### src/rmf_pkg.sv
// ----------------------------------------------------------------------------
// rmf_pkg: shared types and constants for the rolling median filter
// Window size, sample and count types, and the item that moves along the
// chain of window cells.
// ----------------------------------------------------------------------------
package rmf_pkg;

	localparam int WINDOW   = 5;
	localparam int SAMPLE_W = 32;
	localparam int CNT_W    = $clog2(WINDOW + 1);

	typedef logic signed [SAMPLE_W-1:0] sample_t;
	typedef logic [CNT_W-1:0] cnt_t;

	typedef struct packed {
		logic    vld;
		sample_t smp;
	} cell_t;

endpackage

### src/rmf_cell.sv
// ----------------------------------------------------------------------------
// rmf_cell: one window cell
// Holds one sample and its valid flag; takes its neighbor's content on every
// accepted item.
// ----------------------------------------------------------------------------
module rmf_cell (
	input  logic           clk,
	input  logic           arst_n,
	input  logic           advance,
	input  rmf_pkg::cell_t prev,
	output rmf_pkg::cell_t held
);

	logic             vld_q;
	rmf_pkg::sample_t smp_q;

	always_ff @(posedge clk or negedge arst_n) begin
		if (!arst_n) begin
			vld_q <= 1'b0;
		end else if (advance) begin
			vld_q <= prev.vld;
		end
	end

	always_ff @(posedge clk) begin
		if (advance) begin
			smp_q <= prev.smp;
		end
	end

	assign held.vld = vld_q;
	assign held.smp = smp_q;

endmodule

### src/rmf_select.sv
// ----------------------------------------------------------------------------
// rmf_select: rank and pick
// Ranks every valid lane against the others (ties ordered by lane) and
// picks the lane whose rank equals half the valid count.
// ----------------------------------------------------------------------------
module rmf_select (
	input  rmf_pkg::cell_t   lane [rmf_pkg::WINDOW],
	output rmf_pkg::sample_t median
);

	rmf_pkg::cnt_t rank [rmf_pkg::WINDOW];
	rmf_pkg::cnt_t cnt;
	rmf_pkg::cnt_t half;

	always_comb begin
		for (int i = 0; i < rmf_pkg::WINDOW; i++) begin
			rank[i] = '0;
			for (int j = 0; j < rmf_pkg::WINDOW; j++) begin
				if (j != i && lane[j].vld &&
				    (($signed(lane[j].smp) < $signed(lane[i].smp)) ||
				     (lane[j].smp == lane[i].smp && j < i))) begin
					rank[i] = rank[i] + rmf_pkg::cnt_t'(1);
				end
			end
		end
	end

	always_comb begin
		cnt = '0;
		for (int i = 0; i < rmf_pkg::WINDOW; i++) begin
			cnt = cnt + rmf_pkg::cnt_t'(lane[i].vld);
		end
		half = cnt >> 1;
	end

	always_comb begin
		median = '0;
		for (int i = 0; i < rmf_pkg::WINDOW; i++) begin
			if (lane[i].vld && rank[i] == half) begin
				median = lane[i].smp;
			end
		end
	end

endmodule

### src/rolling_median_of_five.sv
// ----------------------------------------------------------------------------
// rolling_median_of_five: running median over the last five samples
// A chain of cells holds the previous samples; each item's median is ranked
// over the new sample and the chain, then registered with a skid stage.
//
//   channel   valid          stall          payload
//   input     sample_valid   sample_stall   sample (32-bit signed)
//   output    median_valid   median_stall   median (32-bit signed)
//
// One item per cycle while sample_stall is low; the median is registered.
// The rank compare across the window and the new sample sets the path.
// Reset empties the window; until it fills only samples taken count.
// An output stall is absorbed by the skid register; sample_stall rises only
// when both output and skid registers hold items.
// ----------------------------------------------------------------------------
module rolling_median_of_five (
	input  logic                    clk,
	input  logic                    arst_n,
	input  logic                    sample_valid,
	output logic                    sample_stall,
	input  logic signed [31:0]      sample,
	output logic                    median_valid,
	input  logic                    median_stall,
	output logic signed [31:0]      median
);

	rmf_pkg::cell_t   held [rmf_pkg::WINDOW-1];
	rmf_pkg::cell_t   lane [rmf_pkg::WINDOW];
	rmf_pkg::cell_t   head;
	rmf_pkg::sample_t med_nxt;

	logic             acc;
	logic             take;
	logic             median_valid_q;
	logic             skid_valid_q;
	rmf_pkg::sample_t median_q;
	rmf_pkg::sample_t skid_q;

	assign head.vld = 1'b1;
	assign head.smp = sample;

	assign acc  = sample_valid && !skid_valid_q;
	assign take = median_valid_q && !median_stall;

	for (genvar k = 0; k < rmf_pkg::WINDOW - 1; k++) begin : g_cell
		rmf_cell u_cell (
			.clk     (clk),
			.arst_n  (arst_n),
			.advance (acc),
			.prev    ((k == 0) ? head : held[(k == 0) ? 0 : k - 1]),
			.held    (held[k])
		);
	end

	always_comb begin
		lane[0] = head;
		for (int k = 1; k < rmf_pkg::WINDOW; k++) begin
			lane[k] = held[k-1];
		end
	end

	rmf_select u_select (
		.lane   (lane),
		.median (med_nxt)
	);

	always_ff @(posedge clk or negedge arst_n) begin
		if (!arst_n) begin
			median_valid_q <= 1'b0;
			skid_valid_q   <= 1'b0;
		end else if (take) begin
			if (skid_valid_q) begin
				skid_valid_q <= 1'b0;
			end else if (!acc) begin
				median_valid_q <= 1'b0;
			end
		end else if (acc) begin
			if (!median_valid_q) begin
				median_valid_q <= 1'b1;
			end else begin
				skid_valid_q <= 1'b1;
			end
		end
	end

	always_ff @(posedge clk) begin
		if (take) begin
			if (skid_valid_q) begin
				median_q <= skid_q;
			end else if (acc) begin
				median_q <= med_nxt;
			end
		end else if (acc) begin
			if (!median_valid_q) begin
				median_q <= med_nxt;
			end else begin
				skid_q <= med_nxt;
			end
		end
	end

	assign sample_stall = skid_valid_q;
	assign median_valid = median_valid_q;
	assign median       = median_q;

`ifndef SYNTHESIS
	a_skid_implies_out: assert property (@(posedge clk) disable iff (!arst_n)
		skid_valid_q |-> median_valid_q)
		else $error("skid holds an item while output register is empty");

	a_chain_head: assert property (@(posedge clk) disable iff (!arst_n)
		acc |=> (held[0].vld && held[0].smp == $past(sample)))
		else $error("accepted item not held in first cell");

	a_skid_fill: assert property (@(posedge clk) disable iff (!arst_n)
		$rose(skid_valid_q) |-> $past(median_valid_q && median_stall))
		else $error("skid filled without a stalled output");
`endif

endmodule
### config.mk
export PLATFORM = sky130hd
export DESIGN_NAME = rolling_median_of_five
export DESIGN_NICKNAME = d
export VERILOG_FILES = /design/src/rmf_pkg.sv /design/src/rmf_cell.sv /design/src/rmf_select.sv /design/src/rolling_median_of_five.sv
export SDC_FILE = /design/constraint.sdc
export NUM_CORES = 1
export LEC_CHECK = 0
export BUFFER_PORTS_ARGS = -buffer_cell sky130_fd_sc_hd__clkbuf_2
export CORE_ASPECT_RATIO = 0.8
export CORE_UTILIZATION = 60
export CTS_CLUSTER_DIAMETER = 150
export DETAILED_ROUTE_END_ITERATION = 8
export PLACE_DENSITY = 0.78
export SETUP_SLACK_MARGIN = 0.02
export SLEW_MARGIN = 20
export SYNTH_ARGS = -nofsm -noshare
export SYNTH_HDL_FRONTEND = slang
export SYNTH_SLANG_ARGS = --single-unit
### constraint.sdc
create_clock -name clk -period 9.75 [get_ports clk]
set_clock_uncertainty 0.15 [all_clocks]
set_input_delay 0.975 -clock clk [delete_from_list [all_inputs] [get_ports clk]]
set_output_delay 0.975 -clock clk [all_outputs]
set_load 0.01 [all_outputs]
==> results of run 1 <==
==> synth_stat cells (29+ instances only) <==
library cell	count	area [sq um]
inv_1	188	705.7
nor2_1	73	274.0
clkbuf_1	36	135.1
a21o_1	52	390.4
edfxtp_1	192	5766
a31oi_1	37	231.5
a22oi_1	29	217.7
nand2_1	109	409.1
a31o_2	34	297.8
ha_1	339	4242
a21oi_1	145	725.7
nand3_1	31	155.2
o21ai_0	78	390.4
nand4_1	68	425.4
==> routing by layer <==
metal  GRT usage  up-vias  part of all wire
met2      0.5221      846              0.42
met4     0.09711        0             0.021
met3     0.08765       92              0.12
li1            -     6721                 -
met1      0.5396     7075              0.44
met5           0        -                 0
==> cell type report <==
cell class                 count  area (sq um)
timing repair buffer          80         427.9
sequential                   198          5916
clock inverter                13         143.9
inverter                     188         708.2
multi-input combinational   1288         10550
clock buffer                  19         432.9
fill                        2250          9712
tap                          370         462.9
==> state kept, by name, summed over array words and instances, names as in the netlist <==
name	count
median_valid	1
skid_q	32
g_cell.u_cell.vld_q	4
g_cell.u_cell.smp_q	128
sample_stall	1
median	32
==> metrics by stage <==
stage / hold slack, ns / cell area (sq um)
detailed placement: 0.3181 / 18060
floorplan: 0.3043 / 17360
CTS: 0.1771 / 18640
global route: 0.1865 / 18640
finish: 0.1813 / 18640
global placement: 0.3127 / 18060
==> worst min path at each step <==
| stage | end | slack, ns | cells after the start | startpoint |
|---|---|---|---|---|
| after floorplan | g_cell[1].u_cell.smp_q[10]$_DFFE_PP_ | 0.30 | 0 | g_cell[0].u_cell.smp_q[10]$_DFFE_PP_ |
| after global placement | g_cell[1].u_cell.smp_q[13]$_DFFE_PP_ | 0.31 | 0 | g_cell[0].u_cell.smp_q[13]$_DFFE_PP_ |
| after CTS | g_cell[2].u_cell.vld_q$_DFFE_PN0P_ | 0.18 | 1 | arst_n |
| after global routing | g_cell[2].u_cell.vld_q$_DFFE_PN0P_ | 0.19 | 1 | arst_n |
| after detailed placement | g_cell[1].u_cell.smp_q[18]$_DFFE_PP_ | 0.32 | 0 | g_cell[0].u_cell.smp_q[18]$_DFFE_PP_ |
| final | g_cell[2].u_cell.vld_q$_DFFE_PN0P_ | 0.18 | 1 | arst_n |
==> cells in the final DEF, fill, tap and decap left out, drive strengths merged, types with 21 or more instances in the layout <==
cell type,instances
nand3,31
nand4,69
o21a,21
edfxtp,192
ha,339
a21o,52
clkbuf,88
a31o,35
nand2,109
o221ai,36
a31oi,38
nor4,45
a22oi,33
a21oi,145
nor2,73
o21ai,81
inv,193
nor2b,22
==> report_power, final <==
group,total [mW],switching (mW),internal [mW]
Clock,0.735,0.353,0.382
Combinational,0.158,0.0993,0.0592
Sequential,0.924,0,0.924
==> cells by family after synthesis <==
family,share of synthesized area
compound gates,0.2011
simple gates,0.1406
fa+ha+maj,0.2444
buf+inv,0.05536
flops,0.3408
mux,0.01067
xor+xnor,0.007064
==> impl_metrics.py, run 1 <==
metrics = {
    "sta": {
        "fin_setup_tns_ns": 0,
        "setup_violations": 0,
        "tightestPinTransition_ns": 1.061,
        "fin_crit_ns": 7.559,
        "relSlewSlack": 0.2908,
        "worst_slack_ns": 2.191,
        "min_period_over_period": 0.7752,
        "max_freq_mhz": 132.3,
        "slew_violations": 0,
        "hold_viol": 0,
        "rsz0062_at_grt": "no",
    },
    "floorplan": {
        "die_h_um": 154.1,
        "rows": 55,
        "die_area_sq_um": 29620,
        "initial_core_util": 0.6122,
        "core-area_sq_um": 28350,
        "pin_count": 70,
        "die_x_um": 192.2,
    },
    "critical_path": {
        "cpMostUsedCell": "a21o_1",
        "crit_arrival_ns": 7.69,
        "start_kind": "register",
        "r2r_slack_ns": 2.19,
        "cp-endpoint": "skid_q[18]$_DFFE_PP_",
        "end_kind": "register",
        "rr_startpoint": "g_cell[0].u_cell.smp_q[9]$_DFFE_PP_",
        "cp_num_buf_inv": 2,
        "reg2regPathDepth": 28,
        "cp_top_family": "compound AO/OA/AOI/OAI gates",
        "cp_slowest_stage_delay_ns": 0.62,
        "crit_path_start": "g_cell[0].u_cell.smp_q[9]$_DFFE_PP_",
        "cp.required_ns": 9.89,
        "cp.depth": 28,
        "crit_type": "reg -> reg",
        "r2r-end": "skid_q[18]$_DFFE_PP_",
        "cp_max_fo": 21,
        "slowest_stage": "or4b_2",
    },
    "detailed_routing": {
        "ant_nets": 0,
        "routed_wl_um": 52640,
        "post_drt_wl_per_cell_um": 24.41,
        "dr.pass1.iters": 5,
        "dr.first_iter.drc_count": 1619,
        "viasPerCell": 6.834,
        "vias": 14734,
        "drcViolationCount": 0,
    },
    "synth": {
        "syn-cell-area_sq_um": 17360,
        "seq_area_frac_synth": 0.3408,
        "yosys_warnings": 0,
        "synth.avg_cell_area_sq_um": 10.05,
        "synth_edf_count": 192,
        "synth_nets": 2103,
        "synthFlopType": "edfxtp_1",
        "synth_seq_cells": 198,
        "synth_cell_types": 79,
        "synthArstFlopShare": 0.03030,
        "synthCells": 1728,
    },
    "global_route": {
        "antenna_found_initial": 0,
        "grt_max_degree": 70,
        "grt-ovfl-total": 0,
        "grt_use_total": 0.3630,
        "grt_pass1_vias": 14080,
        "grt_pass1_wl_um": 81130,
    },
    "layout": {
        "fin_util": 0.6575,
        "final_cells": 2156,
        "n_antenna_cell": 0,
        "drive_gt1_frac": 0.1282,
        "area_delta_synth_final_pct": 7.389,
        "nNetsFinal": 2148,
    },
    "place": {
        "routabilityCongestion": 0.9906,
        "hpwl_um": 39260,
        "place_ws_ns": 2.077,
        "port_buffers": 69,
        "dp.cells": 2124,
    },
    "job": {
        "maxCapViolations": 0,
    },
    "cts": {
        "cts_max_level": 4,
        "numCtsBuffers": 17,
        "ctsHoldBuffers": 0,
        "cts_resized": 0,
        "cts_sinks": 198,
        "clockBufferDepth": 2,
        "cts_tree": "built",
        "clk_pin_slew_ns": 0.08,
        "post_cts.repair.setup_buffers": 0,
        "cts-root-buf": "clkbuf_16",
        "clk_latency_ns": 0.46,
    },
    "pwr": {
        "power_leakage_nw": 8.278,
        "powerDensity_nw_per_um2": 97.53,
        "power_mw": 1.818,
        "peakVddDrop_mv": 0.1292,
    },
    "worst_hold_path": {
        "hp-class": "in -> async",
    },
    "outcome": {
        "status": "completed",
    },
}
Note: power is estimated with default switching activity, not from simulation.
==> run 2: changes to the inputs <==
==> constraint.sdc (replaced) <==
create_clock -name clk -period 7.7 [get_ports clk]
set_clock_uncertainty 0.15 [all_clocks]
set_input_delay 0.77 -clock clk [delete_from_list [all_inputs] [get_ports clk]]
set_output_delay 0.77 -clock clk [all_outputs]
set_load 0.01 [all_outputs]
==> run 2 against run 1 <==
  * Total power is 28% higher
  * Worst setup slack worse by 1.7 ns
  * Worst hold slack better by 0.15 ns
  * Final cell count is 0.28% higher
  * Largest cell class unchanged
  * First-iteration DRC count is 2.9% higher
  * Highest routed layer unchanged
  * Largest power group unchanged
  * Wire length is 3.1% higher
  * Cell area is 0.46% higher
==> impl_metrics.py, run 2 (synthesis results as in run 1) <==
metrics = {
    "layout": {
        "top_register": "g_cell.u_cell.smp_q",
        "drive_gt1_frac": 0.1312,
        "largest_register_ffs": 128,
        "nNetsFinal": 2153,
        "n_fill_cell": 2258,
        "regArea_sq_um": 5916,
        "fin_util": 0.6605,
        "layout.cells.most_common": "ha_1",
        "layout.cells.most_common_list": "339 x ha_1, 192 x edfxtp_1, 187 x inv_1, 144 x a21oi_1, 108 x nand2_1",
        "multi_input_area_sq_um": 10550,
        "area_delta_synth_final_pct": 7.879,
    },
    "sta": {
        "fin_crit_ns": 7.230,
        "rsz0062_at_grt": "no",
        "setup_violations": 0,
        "hold_viol": 0,
        "tightestPinTransition_ns": 1.124,
        "relSlewSlack": 0.2509,
        "min_period_over_period": 0.9390,
        "max_freq_mhz": 138.3,
        "slew_violations": 0,
        "fin_setup_tns_ns": 0,
    },
    "detailed_routing": {
        "dr.first_iter.drc_count": 1666,
        "post_drt_wl_per_cell_um": 25.11,
        "routed_wl_um": 54290,
        "dr.pass1.iters": 6,
        "viasPerCell": 6.880,
        "drcViolationCount": 0,
        "vias": 14875,
        "ant_nets": 0,
    },
    "critical_path": {
        "r2r_slack_ns": 0.47,
        "cp_num_buf_inv": 3,
        "cp_top_family": "compound AO/OA/AOI/OAI gates",
        "slowest_stage": "or4b_2",
        "r2r-end": "skid_q[30]$_DFFE_PP_",
        "cp-endpoint": "skid_q[30]$_DFFE_PP_",
        "cp.depth": 28,
        "cpMostUsedCell": "a21o_1",
        "crit_path_start": "g_cell[0].u_cell.smp_q[9]$_DFFE_PP_",
        "cp.required_ns": 7.71,
        "crit_type": "reg -> reg",
        "start_kind": "register",
        "cp_slowest_stage_delay_ns": 0.61,
        "crit_arrival_ns": 7.24,
        "reg2regPathDepth": 28,
        "cp_max_fo": 22,
        "end_kind": "register",
        "rr_startpoint": "g_cell[0].u_cell.smp_q[9]$_DFFE_PP_",
    },
    "place": {
        "routabilityCongestion": 0.9774,
        "port_buffers": 69,
        "hpwl_um": 40410,
    },
    "global_route": {
        "grt_use_total": 0.3735,
        "grt-ovfl-total": 0,
        "grt_pass1_wl_um": 82770,
        "grt_max_degree": 97,
        "grt_pass1_vias": 14085,
        "antenna_found_initial": 2,
    },
    "job": {
        "maxCapViolations": 0,
    },
    "cts": {
        "clk_latency_ns": 0.47,
        "cts_tree": "built",
        "clockBufferDepth": 2,
        "clk_pin_slew_ns": 0.09,
        "cts-root-buf": "clkbuf_16",
        "cts_max_level": 4,
        "cts_sinks": 198,
        "post_cts.repair.setup_buffers": 0,
        "numCtsBuffers": 17,
    },
    "floorplan": {
        "die_x_um": 192.2,
        "rows": 55,
        "die_h_um": 154.1,
        "pin_count": 70,
        "core-area_sq_um": 28350,
        "die_area_sq_um": 29620,
        "initial_core_util": 0.6122,
    },
    "outcome": {
        "status": "completed",
    },
    "pwr": {
        "powerDensity_nw_per_um2": 124.7,
        "power_leakage_nw": 8.321,
        "peakVddDrop_mv": 0.1511,
    },
    "worst_hold_path": {
        "hp-class": "reg -> reg",
    },
}
==> run 2: cell types whose count changed in the layout (fill, tap and decap cells not counted) <==
cell | before | now
inv_4 | 1 | 0
inv_6 | 5 | 6
dlygate4sd3_1 | 0 | 1
clkbuf_1 | 2 | 0
diode_2 | 0 | 1
buf_12 | 0 | 2
buf_4 | 11 | 13
inv_8 | 0 | 2
==> run 2: layer usage <==
metal | global-route usage | vias to the layer above | routed length (um)
met5 | 0 | - | 0
met4 | 0.1050 | 0 | 1283
met3 | 0.07167 | 107 | 6264
met2 | 0.5349 | 863 | 22570
met1 | 0.5666 | 7167 | 24170
li1 | - | 6738 | -
==> run 2: worst min path at each step <==
stage,startpoint,to,cells past startpoint
floorplan,g_cell[0].u_cell.smp_q[10]$_DFFE_PP_,g_cell[1].u_cell.smp_q[10]$_DFFE_PP_,0
global placement,g_cell[0].u_cell.smp_q[20]$_DFFE_PP_,g_cell[1].u_cell.smp_q[20]$_DFFE_PP_,0
detailed placement,g_cell[0].u_cell.smp_q[23]$_DFFE_PP_,g_cell[1].u_cell.smp_q[23]$_DFFE_PP_,0
CTS,g_cell[0].u_cell.smp_q[23]$_DFFE_PP_,g_cell[1].u_cell.smp_q[23]$_DFFE_PP_,0
global route,g_cell[0].u_cell.smp_q[25]$_DFFE_PP_,g_cell[1].u_cell.smp_q[25]$_DFFE_PP_,0
finish,g_cell[0].u_cell.smp_q[23]$_DFFE_PP_,g_cell[1].u_cell.smp_q[23]$_DFFE_PP_,0
==> run 2: cell type report <==
class,count,area share
Antenna cell,1,0.0001336
Multi-Input combinational cell,1288,0.5633
Timing Repair Buffer,85,0.02633
Clock buffer,17,0.02272
Sequential cell,198,0.3159
Inverter,188,0.03795
Tap cell,370,0.02472
Clock inverter,15,0.008887
==> run 2: report_power, final <==
group	internal (mW)	leakage, nW	switching, mW	total [mW]
combinational	0.0772	6.20	0.129	0.206
sequential	1.17	1.83	0	1.17
clock	0.489	0.293	0.470	0.959
==> run 2: per-stage QoR <==
stage	std cells	hold slack (ns)	power, mW	setup WS, ns	instance area [sq um]
after global placement	2128	0.3114	1.385	0.6531	18110
after detailed placement	2128	0.3198	1.392	0.5371	18110
after global routing	2161	0.3568	2.392	0.1638	18720
after floorplan	1728	0.3043	1.325	1.711	17360
final	2162	0.3305	2.335	0.4699	18730
after CTS	2161	0.3351	2.332	0.6397	18720
==> run 2: repair_timing <==
item	in CTS	in global routing
endpoints found under the hold margin	6	0
hold buffers	1	0
resized for setup	0	0
